===== src/design/lbkm_pkg.sv =====
// ----------------------------------------------------------------------------
// lbkm_pkg: shared types and constants for the Lab background key mask
// Holds register indexes, field widths and the controller/datapath interface.
// ----------------------------------------------------------------------------
package lbkm_pkg;

    // Frame geometry
    localparam int MAX_DIM    = 4096;
    localparam int DIM_W      = $clog2(MAX_DIM);
    localparam int FRAME_W    = 13;
    localparam int MARGIN_W   = 12;

    // Pixel and mask widths
    localparam int PIX_W      = 8;
    localparam int THR_W      = 9;
    localparam logic [PIX_W-1:0] MASK_FULL = 8'hFF;
    localparam logic [PIX_W-1:0] MASK_NONE = 8'h00;

    // Ramp divider: one quotient bit per step
    localparam int DIV_STEPS  = PIX_W;
    localparam int DIV_CNT_W  = $clog2(DIV_STEPS);

    // Configuration port
    localparam int CFG_IDX_W  = 3;
    localparam int CFG_DATA_W = 24;

    localparam logic [CFG_IDX_W-1:0] CFG_BG_COLOR   = 3'd0;
    localparam logic [CFG_IDX_W-1:0] CFG_AB_THR     = 3'd1;
    localparam logic [CFG_IDX_W-1:0] CFG_L_LOWER    = 3'd2;
    localparam logic [CFG_IDX_W-1:0] CFG_L_UPPER    = 3'd3;
    localparam logic [CFG_IDX_W-1:0] CFG_MARGIN     = 3'd4;
    localparam logic [CFG_IDX_W-1:0] CFG_FRAME_W    = 3'd5;
    localparam logic [CFG_IDX_W-1:0] CFG_FRAME_H    = 3'd6;

    // Live configuration, frame sizes already reduced to last index
    typedef struct packed {
        logic [PIX_W-1:0]    bg_l;
        logic [PIX_W-1:0]    bg_a;
        logic [PIX_W-1:0]    bg_b;
        logic [THR_W-1:0]    ab_thr;
        logic [PIX_W-1:0]    l_lower;
        logic [PIX_W-1:0]    l_upper;
        logic [MARGIN_W-1:0] margin;
        logic [DIM_W-1:0]    col_last;
        logic [DIM_W-1:0]    row_last;
    } t_cfg;

    // Controller to datapath commands
    typedef struct packed {
        logic load_pix;
        logic calc_dist;
        logic decide;
        logic div_step;
        logic update;
        logic box_clamp;
        logic box_size;
        logic load_out;
    } t_cmd;

    // Datapath to controller status
    typedef struct packed {
        logic need_div;
        logic frame_end;
    } t_stat;

endpackage


===== src/design/lab_background_key_mask_with_bbox.sv =====
// ----------------------------------------------------------------------------
// lab_background_key_mask_with_bbox: Lab key mask with crop rectangle
//
//   Channel   Handshake            Payload
//   pixel in  i_valid / o_ready    i_lum, i_chroma_a, i_chroma_b
//   result    o_valid / i_ready    o_mask, o_frame_done, o_mask_was_empty,
//                                  o_box_x, o_box_y, o_box_width, o_box_height
//   config    i_cfg_we             i_cfg_index, i_cfg_data
//
// One pixel is in work at a time. The mask is decided by the chroma test or
// the ramp limits, or the ramp value goes through the eight-step restoring
// divider; on the last pixel of a frame the crop rectangle is computed as
// well. The input is ready again the cycle after write-back. A result waits
// in the output register; the next pixel is taken meanwhile and stalls at
// write-back only if the previous result is still untaken. Reset is
// synchronous and brings the registers to their defaults and the counters
// and box to frame start.
// ----------------------------------------------------------------------------
module lab_background_key_mask_with_bbox (
    input  logic                             i_clk,
    input  logic                             i_rst_n,
    input  logic                             i_valid,
    output logic                             o_ready,
    input  logic [lbkm_pkg::PIX_W-1:0]       i_lum,
    input  logic [lbkm_pkg::PIX_W-1:0]       i_chroma_a,
    input  logic [lbkm_pkg::PIX_W-1:0]       i_chroma_b,
    output logic                             o_valid,
    input  logic                             i_ready,
    output logic [lbkm_pkg::PIX_W-1:0]       o_mask,
    output logic                             o_frame_done,
    output logic                             o_mask_was_empty,
    output logic [lbkm_pkg::DIM_W-1:0]       o_box_x,
    output logic [lbkm_pkg::DIM_W-1:0]       o_box_y,
    output logic [lbkm_pkg::DIM_W-1:0]       o_box_width,
    output logic [lbkm_pkg::DIM_W-1:0]       o_box_height,
    input  logic                             i_cfg_we,
    input  logic [lbkm_pkg::CFG_IDX_W-1:0]   i_cfg_index,
    input  logic [lbkm_pkg::CFG_DATA_W-1:0]  i_cfg_data
);
    import lbkm_pkg::*;

    t_cfg  cfg;
    t_cmd  cmd;
    t_stat stat;

    lbkm_cfg u_cfg (
        .i_clk       (i_clk),
        .i_rst_n     (i_rst_n),
        .i_cfg_we    (i_cfg_we),
        .i_cfg_index (i_cfg_index),
        .i_cfg_data  (i_cfg_data),
        .o_cfg       (cfg)
    );

    lbkm_ctrl u_ctrl (
        .i_clk       (i_clk),
        .i_rst_n     (i_rst_n),
        .i_in_valid  (i_valid),
        .o_in_ready  (o_ready),
        .o_out_valid (o_valid),
        .i_out_ready (i_ready),
        .i_stat      (stat),
        .o_cmd       (cmd)
    );

    lbkm_dpath u_dpath (
        .i_clk            (i_clk),
        .i_rst_n          (i_rst_n),
        .i_cfg            (cfg),
        .i_cmd            (cmd),
        .o_stat           (stat),
        .i_lum            (i_lum),
        .i_chroma_a       (i_chroma_a),
        .i_chroma_b       (i_chroma_b),
        .o_mask           (o_mask),
        .o_frame_done     (o_frame_done),
        .o_mask_was_empty (o_mask_was_empty),
        .o_box_x          (o_box_x),
        .o_box_y          (o_box_y),
        .o_box_width      (o_box_width),
        .o_box_height     (o_box_height)
    );

endmodule


===== src/design/lbkm_cfg.sv =====
// ----------------------------------------------------------------------------
// lbkm_cfg: configuration register file
// Write-only registers; frame sizes are stored as their clamped last index.
// ----------------------------------------------------------------------------
module lbkm_cfg (
    input  logic                             i_clk,
    input  logic                             i_rst_n,
    input  logic                             i_cfg_we,
    input  logic [lbkm_pkg::CFG_IDX_W-1:0]   i_cfg_index,
    input  logic [lbkm_pkg::CFG_DATA_W-1:0]  i_cfg_data,
    output lbkm_pkg::t_cfg                   o_cfg
);
    import lbkm_pkg::*;

    t_cfg r_cfg;
    t_cfg n_cfg;

    // Map a frame size to its last index: zero counts as one, large clamps
    function automatic logic [DIM_W-1:0] last_index(input logic [FRAME_W-1:0] v);
        logic [DIM_W-1:0] res;
        if (v == '0) begin
            res = '0;
        end else if (v > FRAME_W'(MAX_DIM)) begin
            res = DIM_W'(MAX_DIM - 1);
        end else begin
            res = DIM_W'(v - FRAME_W'(1));
        end
        return res;
    endfunction

    // Decode the write
    always_comb begin
        n_cfg = r_cfg;
        if (i_cfg_we) begin
            unique case (i_cfg_index)
                CFG_BG_COLOR: begin
                    n_cfg.bg_l = i_cfg_data[23:16];
                    n_cfg.bg_a = i_cfg_data[15:8];
                    n_cfg.bg_b = i_cfg_data[7:0];
                end
                CFG_AB_THR:  n_cfg.ab_thr   = i_cfg_data[THR_W-1:0];
                CFG_L_LOWER: n_cfg.l_lower  = i_cfg_data[PIX_W-1:0];
                CFG_L_UPPER: n_cfg.l_upper  = i_cfg_data[PIX_W-1:0];
                CFG_MARGIN:  n_cfg.margin   = i_cfg_data[MARGIN_W-1:0];
                CFG_FRAME_W: n_cfg.col_last = last_index(i_cfg_data[FRAME_W-1:0]);
                CFG_FRAME_H: n_cfg.row_last = last_index(i_cfg_data[FRAME_W-1:0]);
                default: begin
                end
            endcase
        end
    end

    // Hold the registers
    always_ff @(posedge i_clk) begin
        if (!i_rst_n) begin
            r_cfg.bg_l     <= '0;
            r_cfg.bg_a     <= '0;
            r_cfg.bg_b     <= '0;
            r_cfg.ab_thr   <= '0;
            r_cfg.l_lower  <= '0;
            r_cfg.l_upper  <= MASK_FULL;
            r_cfg.margin   <= '0;
            r_cfg.col_last <= DIM_W'(MAX_DIM - 1);
            r_cfg.row_last <= DIM_W'(MAX_DIM - 1);
        end else begin
            r_cfg <= n_cfg;
        end
    end

    assign o_cfg = r_cfg;

endmodule


===== src/design/lbkm_ctrl.sv =====
// ----------------------------------------------------------------------------
// lbkm_ctrl: sequencer for one pixel at a time
// Steps the datapath through distance, decision, division, box update, crop
// clamp and sizing, and write-back, and owns the handshake of both channels.
// ----------------------------------------------------------------------------
module lbkm_ctrl (
    input  logic            i_clk,
    input  logic            i_rst_n,
    input  logic            i_in_valid,
    output logic            o_in_ready,
    output logic            o_out_valid,
    input  logic            i_out_ready,
    input  lbkm_pkg::t_stat i_stat,
    output lbkm_pkg::t_cmd  o_cmd
);
    import lbkm_pkg::*;

    localparam logic [2:0] S_IDLE   = 3'd0;
    localparam logic [2:0] S_DIST   = 3'd1;
    localparam logic [2:0] S_DECIDE = 3'd2;
    localparam logic [2:0] S_DIV    = 3'd3;
    localparam logic [2:0] S_UPDATE = 3'd4;
    localparam logic [2:0] S_CLAMP  = 3'd5;
    localparam logic [2:0] S_SIZE   = 3'd6;
    localparam logic [2:0] S_WB     = 3'd7;

    logic [2:0]           r_state;
    logic [2:0]           n_state;
    logic [DIV_CNT_W-1:0] r_cnt;
    logic [DIV_CNT_W-1:0] n_cnt;
    logic                 r_out_valid;
    logic                 n_out_valid;
    t_cmd                 cmd;

    // Next state and commands
    always_comb begin
        n_state = r_state;
        n_cnt   = r_cnt;
        cmd     = '0;
        unique case (r_state)
            S_IDLE: begin
                if (i_in_valid) begin
                    cmd.load_pix = 1'b1;
                    n_state      = S_DIST;
                end
            end
            S_DIST: begin
                cmd.calc_dist = 1'b1;
                n_state       = S_DECIDE;
            end
            S_DECIDE: begin
                cmd.decide = 1'b1;
                n_cnt      = '0;
                n_state    = i_stat.need_div ? S_DIV : S_UPDATE;
            end
            S_DIV: begin
                cmd.div_step = 1'b1;
                if (r_cnt == DIV_CNT_W'(DIV_STEPS - 1)) begin
                    n_state = S_UPDATE;
                end else begin
                    n_cnt = r_cnt + DIV_CNT_W'(1);
                end
            end
            S_UPDATE: begin
                cmd.update = 1'b1;
                n_state    = i_stat.frame_end ? S_CLAMP : S_WB;
            end
            S_CLAMP: begin
                cmd.box_clamp = 1'b1;
                n_state       = S_SIZE;
            end
            S_SIZE: begin
                cmd.box_size = 1'b1;
                n_state      = S_WB;
            end
            S_WB: begin
                // Wait until the output register is free or being emptied
                if (!r_out_valid || i_out_ready) begin
                    cmd.load_out = 1'b1;
                    n_state      = S_IDLE;
                end
            end
            default: begin
                n_state = S_IDLE;
            end
        endcase
    end

    // Output valid: set on write-back, drop when the item is taken
    always_comb begin
        n_out_valid = r_out_valid;
        if (cmd.load_out) begin
            n_out_valid = 1'b1;
        end else if (i_out_ready) begin
            n_out_valid = 1'b0;
        end
    end

    always_ff @(posedge i_clk) begin
        if (!i_rst_n) begin
            r_state     <= S_IDLE;
            r_cnt       <= '0;
            r_out_valid <= 1'b0;
        end else begin
            r_state     <= n_state;
            r_cnt       <= n_cnt;
            r_out_valid <= n_out_valid;
        end
    end

    assign o_in_ready  = (r_state == S_IDLE);
    assign o_out_valid = r_out_valid;
    assign o_cmd       = cmd;

endmodule


===== src/design/lbkm_dpath.sv =====
// ----------------------------------------------------------------------------
// lbkm_dpath: mask and bounding box datapath
// Pixel registers, color distances, restoring ramp divider, raster counters,
// running box, crop rectangle and the output register.
// ----------------------------------------------------------------------------
module lbkm_dpath (
    input  logic                        i_clk,
    input  logic                        i_rst_n,
    input  lbkm_pkg::t_cfg              i_cfg,
    input  lbkm_pkg::t_cmd              i_cmd,
    output lbkm_pkg::t_stat             o_stat,
    input  logic [lbkm_pkg::PIX_W-1:0]  i_lum,
    input  logic [lbkm_pkg::PIX_W-1:0]  i_chroma_a,
    input  logic [lbkm_pkg::PIX_W-1:0]  i_chroma_b,
    output logic [lbkm_pkg::PIX_W-1:0]  o_mask,
    output logic                        o_frame_done,
    output logic                        o_mask_was_empty,
    output logic [lbkm_pkg::DIM_W-1:0]  o_box_x,
    output logic [lbkm_pkg::DIM_W-1:0]  o_box_y,
    output logic [lbkm_pkg::DIM_W-1:0]  o_box_width,
    output logic [lbkm_pkg::DIM_W-1:0]  o_box_height
);
    import lbkm_pkg::*;

    localparam int SUM_W = DIM_W + 1;

    function automatic logic [PIX_W-1:0] abs_diff(input logic [PIX_W-1:0] a,
                                                  input logic [PIX_W-1:0] b);
        return (a > b) ? (a - b) : (b - a);
    endfunction

    // Pixel and distance registers
    logic [PIX_W-1:0] r_lum, r_ca, r_cb;
    logic [PIX_W-1:0] r_dl, r_da, r_db;

    // Divider and mask
    logic [PIX_W-1:0] r_rem, r_num_lo, r_div, r_mask;

    // Raster counters and running box
    logic [DIM_W-1:0] r_col, r_row;
    logic [DIM_W-1:0] r_left, r_right, r_top, r_bottom;
    logic             r_any;
    logic             r_frame_end;

    // Crop rectangle
    logic [DIM_W-1:0] r_x0, r_y0, r_x1, r_y1;
    logic [DIM_W-1:0] r_bx, r_by, r_bw, r_bh;

    // Decision terms
    logic [THR_W-1:0]   ab_sum;
    logic               chroma_fg, step_ramp, ramp_lo, ramp_hi, need_div;
    logic [PIX_W-1:0]   fixed_mask, ramp_diff;
    logic [2*PIX_W-1:0] ramp_num;

    // Divider step
    logic [PIX_W:0]   trial;
    logic             q_bit;

    // Raster position
    logic             row_end, last_row, frame_end;
    logic [DIM_W-1:0] pos_u, pos_v;

    // Clamp terms
    logic [SUM_W-1:0] x_far, y_far;

    // Classify the pixel from its distances
    always_comb begin
        ab_sum    = {1'b0, r_da} + {1'b0, r_db};
        chroma_fg = ({1'b0, r_da} > i_cfg.ab_thr) || ({1'b0, r_db} > i_cfg.ab_thr)
                    || (ab_sum > i_cfg.ab_thr);
        step_ramp = (i_cfg.l_upper <= i_cfg.l_lower);
        ramp_lo   = (r_dl <= i_cfg.l_lower);
        ramp_hi   = (r_dl >= i_cfg.l_upper);
        need_div  = !chroma_fg && !step_ramp && !ramp_lo && !ramp_hi;
        if (chroma_fg) begin
            fixed_mask = MASK_FULL;
        end else if (step_ramp) begin
            fixed_mask = (r_dl > i_cfg.l_lower) ? MASK_FULL : MASK_NONE;
        end else if (ramp_lo) begin
            fixed_mask = MASK_NONE;
        end else begin
            fixed_mask = MASK_FULL;
        end
        // 255 * diff as a shift and subtract
        ramp_diff = r_dl - i_cfg.l_lower;
        ramp_num  = {ramp_diff, MASK_NONE} - {MASK_NONE, ramp_diff};
    end

    // One restoring division step
    always_comb begin
        trial = {r_rem, r_num_lo[PIX_W-1]};
        q_bit = (trial >= {1'b0, r_div});
    end

    // Raster position of this pixel
    always_comb begin
        row_end   = (r_col >= i_cfg.col_last);
        last_row  = (r_row >= i_cfg.row_last);
        frame_end = row_end && last_row;
        pos_u     = row_end ? i_cfg.col_last : r_col;
        pos_v     = last_row ? i_cfg.row_last : r_row;
    end

    // Far edges of the widened box
    always_comb begin
        x_far = {1'b0, r_right} + SUM_W'(i_cfg.margin) + SUM_W'(1);
        y_far = {1'b0, r_bottom} + SUM_W'(i_cfg.margin) + SUM_W'(1);
    end

    // Capture the pixel and compute distances
    always_ff @(posedge i_clk) begin
        if (i_cmd.load_pix) begin
            r_lum <= i_lum;
            r_ca  <= i_chroma_a;
            r_cb  <= i_chroma_b;
        end
        if (i_cmd.calc_dist) begin
            r_dl <= abs_diff(r_lum, i_cfg.bg_l);
            r_da <= abs_diff(r_ca, i_cfg.bg_a);
            r_db <= abs_diff(r_cb, i_cfg.bg_b);
        end
    end

    // Decide the mask or load the divider; shift quotient bits in
    always_ff @(posedge i_clk) begin
        if (i_cmd.decide) begin
            r_mask   <= need_div ? MASK_NONE : fixed_mask;
            r_rem    <= ramp_num[2*PIX_W-1:PIX_W];
            r_num_lo <= ramp_num[PIX_W-1:0];
            r_div    <= i_cfg.l_upper - i_cfg.l_lower;
        end else if (i_cmd.div_step) begin
            r_rem    <= q_bit ? PIX_W'(trial - {1'b0, r_div}) : trial[PIX_W-1:0];
            r_num_lo <= {r_num_lo[PIX_W-2:0], 1'b0};
            r_mask   <= {r_mask[PIX_W-2:0], q_bit};
        end
    end

    // Advance the raster counters
    always_ff @(posedge i_clk) begin
        if (!i_rst_n) begin
            r_col <= '0;
            r_row <= '0;
        end else if (i_cmd.update) begin
            if (frame_end) begin
                r_col <= '0;
                r_row <= '0;
            end else if (row_end) begin
                r_col <= '0;
                r_row <= pos_v + DIM_W'(1);
            end else begin
                r_col <= pos_u + DIM_W'(1);
            end
        end
    end

    // Grow the box; drop it once the frame result is written
    always_ff @(posedge i_clk) begin
        if (!i_rst_n) begin
            r_any <= 1'b0;
        end else if (i_cmd.update && (r_mask != MASK_NONE)) begin
            r_any <= 1'b1;
        end else if (i_cmd.load_out && r_frame_end) begin
            r_any <= 1'b0;
        end
    end

    always_ff @(posedge i_clk) begin
        if (i_cmd.update) begin
            r_frame_end <= frame_end;
            if (r_mask != MASK_NONE) begin
                if (!r_any || (pos_u < r_left))   r_left   <= pos_u;
                if (!r_any || (pos_u > r_right))  r_right  <= pos_u;
                if (!r_any || (pos_v < r_top))    r_top    <= pos_v;
                if (!r_any || (pos_v > r_bottom)) r_bottom <= pos_v;
            end
        end
    end

    // Widen by the margin and clamp to the frame
    always_ff @(posedge i_clk) begin
        if (i_cmd.box_clamp) begin
            r_x0 <= (r_left > i_cfg.margin) ? DIM_W'(r_left - i_cfg.margin) : '0;
            r_y0 <= (r_top > i_cfg.margin) ? DIM_W'(r_top - i_cfg.margin) : '0;
            r_x1 <= (x_far > {1'b0, i_cfg.col_last}) ? i_cfg.col_last : x_far[DIM_W-1:0];
            r_y1 <= (y_far > {1'b0, i_cfg.row_last}) ? i_cfg.row_last : y_far[DIM_W-1:0];
        end
    end

    // Size the rectangle; an empty mask gives the whole frame less one
    always_ff @(posedge i_clk) begin
        if (i_cmd.box_size) begin
            if (r_any) begin
                r_bx <= r_x0;
                r_by <= r_y0;
                r_bw <= (r_x1 >= r_x0) ? (r_x1 - r_x0) : '0;
                r_bh <= (r_y1 >= r_y0) ? (r_y1 - r_y0) : '0;
            end else begin
                r_bx <= '0;
                r_by <= '0;
                r_bw <= i_cfg.col_last;
                r_bh <= i_cfg.row_last;
            end
        end
    end

    // Output register
    always_ff @(posedge i_clk) begin
        if (i_cmd.load_out) begin
            o_mask           <= r_mask;
            o_frame_done     <= r_frame_end;
            o_mask_was_empty <= r_frame_end && !r_any;
            o_box_x          <= r_frame_end ? r_bx : '0;
            o_box_y          <= r_frame_end ? r_by : '0;
            o_box_width      <= r_frame_end ? r_bw : '0;
            o_box_height     <= r_frame_end ? r_bh : '0;
        end
    end

    assign o_stat.need_div  = need_div;
    assign o_stat.frame_end = frame_end;

endmodule


===== config.mk =====
export PLATFORM = sky130hd
export DESIGN_NAME = lab_background_key_mask_with_bbox
export DESIGN_NICKNAME = d
export VERILOG_FILES = /design/src/design/lbkm_pkg.sv /design/src/design/lab_background_key_mask_with_bbox.sv /design/src/design/lbkm_cfg.sv /design/src/design/lbkm_ctrl.sv /design/src/design/lbkm_dpath.sv
export SDC_FILE = /design/constraint.sdc
export NUM_CORES = 1
export LEC_CHECK = 0
export BUFFER_PORTS_ARGS = -buffer_cell sky130_fd_sc_hd__buf_2
export CELL_PAD_IN_SITES_DETAIL_PLACEMENT = 0
export CELL_PAD_IN_SITES_GLOBAL_PLACEMENT = 1
export CORE_MARGIN = 2
export CORE_UTILIZATION = 50
export CTS_CLUSTER_SIZE = 12
export DETAILED_ROUTE_END_ITERATION = 16
export PLACE_DENSITY = 0.78
export SETUP_SLACK_MARGIN = 0.5
export SLEW_MARGIN = 20
export SYNTH_ARGS = -nofsm -noshare
export SYNTH_HDL_FRONTEND = slang
export SYNTH_SLANG_ARGS = --single-unit

===== constraint.sdc =====
create_clock -name i_clk -period 6.2 [get_ports i_clk]
set_input_delay 1.24 -clock i_clk [delete_from_list [all_inputs] [get_ports i_clk]]
set_output_delay 1.24 -clock i_clk [all_outputs]
set_load 0.03 [all_outputs]

==> results.tsv <==
metric	value	unit
most-common-layout-cells	ha_1, edfxtp_1, inv_1	
ant_nets	0	
ctsRootBufferMaster	clkbuf_16	
p_leak	0.01185	µW
core_area	49860	µm²
ys_dominant_reg_cell	edfxtp_1	
hold_buffers	0	
hp-class	flip-flop to flip-flop	
ys_ff_latch	400	
finalSetupViolCount	0	
drtIter0Drc	1046	
post_cts_resized	0	
drive_above_1_share	11.27	%
rows	82	
critPathArrivalTime	5.27	ns
crit_path_end_kind	flip-flop	
finalWirelength	62620	µm
cap_violations	0	
clock_path_buffers	3	
syn_avg_cell_area	10.09	µm²
path_class	flip-flop to flip-flop	
grt_max_degree	79	
fill_cells	4413	
cts_buffers	47	
gp_congestion	0.9503	
cts_sinks	400	
viasPerCell	5.516	
multi_input_comb_area	13030	µm²
register_area	10840	µm²
fin_skew	0.03370	ns
synth_seq_area_share	43.20	%
synth_top_area_share	33.87	%
post_cts_buffers	0	
dr_total_vias	18270	
synth-async-reset-ratio	0	%
track_usage	24.02	%
route.detailed.drc	0	
grt_remaining_overflow	0	
rr_worst_depth	14	
synth_cell_types	93	
r2r_end	u_dpath.r_bottom[10]	
chipWidth	228.0	µm
relSlewSlack	22.07	%
status	completed	
finalMaxSlewViolations	0	
final_common_cell	ha_1	
synth-edff-count	283	
synthesis.area	25090	µm²
fin_crit_sh	80.19	%
p_per_area	304.6	nW/µm²
synth_warnings	0	
tns	0	ns
grt_pass1_vias	18110	
worstPathMaxFanout	27	
p_total	8545	µW
die_area	51990	µm²
rsz0062_at_grt	false	
largest_reg_flops	85	
clk_pin_slew_worst_paths	0.06	ns
cts-htree-levels	2	
cts_tree	built	
start_kind	flip-flop	
worstPathRequired	6.50	ns
mappedNetlistNets	2844	
yosysTopAreaCell	edfxtp_1	
detail_route.wl_per_cell	18.91	µm
placed_cell_area	26360	µm²
antenna_found_initial	10	
worst_pin_slew	1.165	ns
synth_top_cells_by_area	edfxtp_1, ha_1, dfxtp_1	
period_needed	4.972	ns
r2r-start	u_dpath.r_row[0]	
reg2reg_slack	1.23	ns
hold_ws	0.4632	ns
syn_inst	2488	
io_buffer_count	115	
clk-insertion-delay-late	0.61	ns
startpoint	u_dpath.r_row[0]	
design_area	28050	µm²
first_pass_iters	5	
nNetsFinal	2952	
hold_violations	0	
ios	116	
endpoint	u_dpath.r_bottom[10]	
hpwl	48370	µm
fmax	201.1	MHz
grt_pass1_wl	99010	µm
ir_drop	234.9	µV
initial_core_util	50.32	%
area_growth	11.80	%
die_height	228.0	µm
[worst max-delay path, cell delays in order (launching register included)]
cell and delay, ns:
dfxtp_1 0.39, inv_1 0.06, ha_1 0.27, nand2b_4 0.15, a2111oi_4 0.37, nor4_2 0.12
o32ai_4 0.81, o21ai_0 0.45, ha_1 0.43, nand4_1 0.17, or2_2 0.35, o221ai_1 0.17
o21ai_0 0.10, a21oi_1 0.57, buf_4 0.28
[kinds of logic (layout without fill, tap and decap cells)]
kind of cell             Yosys count  after routing  synth area share (%)
AO/OA/AOI/OAI                    562            562                 15.31
multiplexers                      62             62                 2.678
adder cells (fa/ha/maj)          302            302                 15.52
AND/OR/NAND/NOR                  736            736                 14.81
buffers and inverters            327            474                 5.026
other                              0              5                     0
XOR/XNOR                          99             99                 3.455
flip-flops                       400            400                 43.20
[synth_stat cells (7+ instances only)]
library cell    n
fa_1           16
o21ai_0       104
and3_1         18
ha_1          284
a21o_1         60
o22ai_1        17
o21ai_1         7
a211oi_1       21
edfxtp_1      283
a31oi_1        14
nor4_1          9
nand2_1       232
mux2_2         34
mux2_1          7
nor3_1         38
nor2b_1        53
nand2b_1       38
a221oi_1       11
nand4_1        35
dfxtp_1       117
o21a_1         28
xnor2_1        60
nand3_1        45
o211ai_1       44
a21boi_0       66
nor2_1        128
buf_2          15
a21oi_1       114
or2_2          12
nand3b_1       10
mux2i_1        21
clkbuf_1       55
xor2_1         39
and2_1         79
inv_1         252
[layout make-up]
cell class,instances,area share [%]
antenna,5,0.04460
clock buffer,63,4.821
clock inverter,25,1.137
inverter,253,3.385
multi-input combinational,1761,46.43
sequential,400,38.65
tap,672,2.997
timing repair buffer,133,2.533
[worst min path at each step]
stage                                 start                 to  slack [ns]  cells after the start
after global placement    u_dpath.r_mask[7]  u_dpath.o_mask[7]        0.45                      0
after floorplan           u_dpath.r_mask[7]  u_dpath.o_mask[7]        0.43                      0
final                       u_cfg.o_cfg[84]    u_cfg.o_cfg[84]        0.46                      2
after detailed placement  u_dpath.r_mask[7]  u_dpath.o_mask[7]        0.45                      0
after CTS                   u_cfg.o_cfg[84]    u_cfg.o_cfg[84]        0.47                      2
after global routing      u_dpath.r_mask[7]  u_dpath.o_mask[7]        0.47                      0
[layer usage]
metal	vias up	routed length, µm	track usage (%)
met5	-	43	0
met4	8	3235	12.25
met3	145	3300	4.900
met2	445	28700	38.93
met1	8543	27340	30.53
li1	9129	-	-
[through the flow]
step                worst slack (ns)  utilization (%)  std cells
detailed placement             1.252            52.87       3219
floorplan                      1.475                -       2488
CTS                            1.260            56.22       3307
global route                  0.8719            56.25       3310
global placement               1.473            52.87       3219
finish                         1.228            56.26       3312
[report_power, final]
part	internal (µW)	total (µW)	switching [µW]
logic	891	2180	1290
registers	3200	3360	161
clock network	1830	3000	1170
total	5920	8550	2620
(Power assumes the default switching activity.)
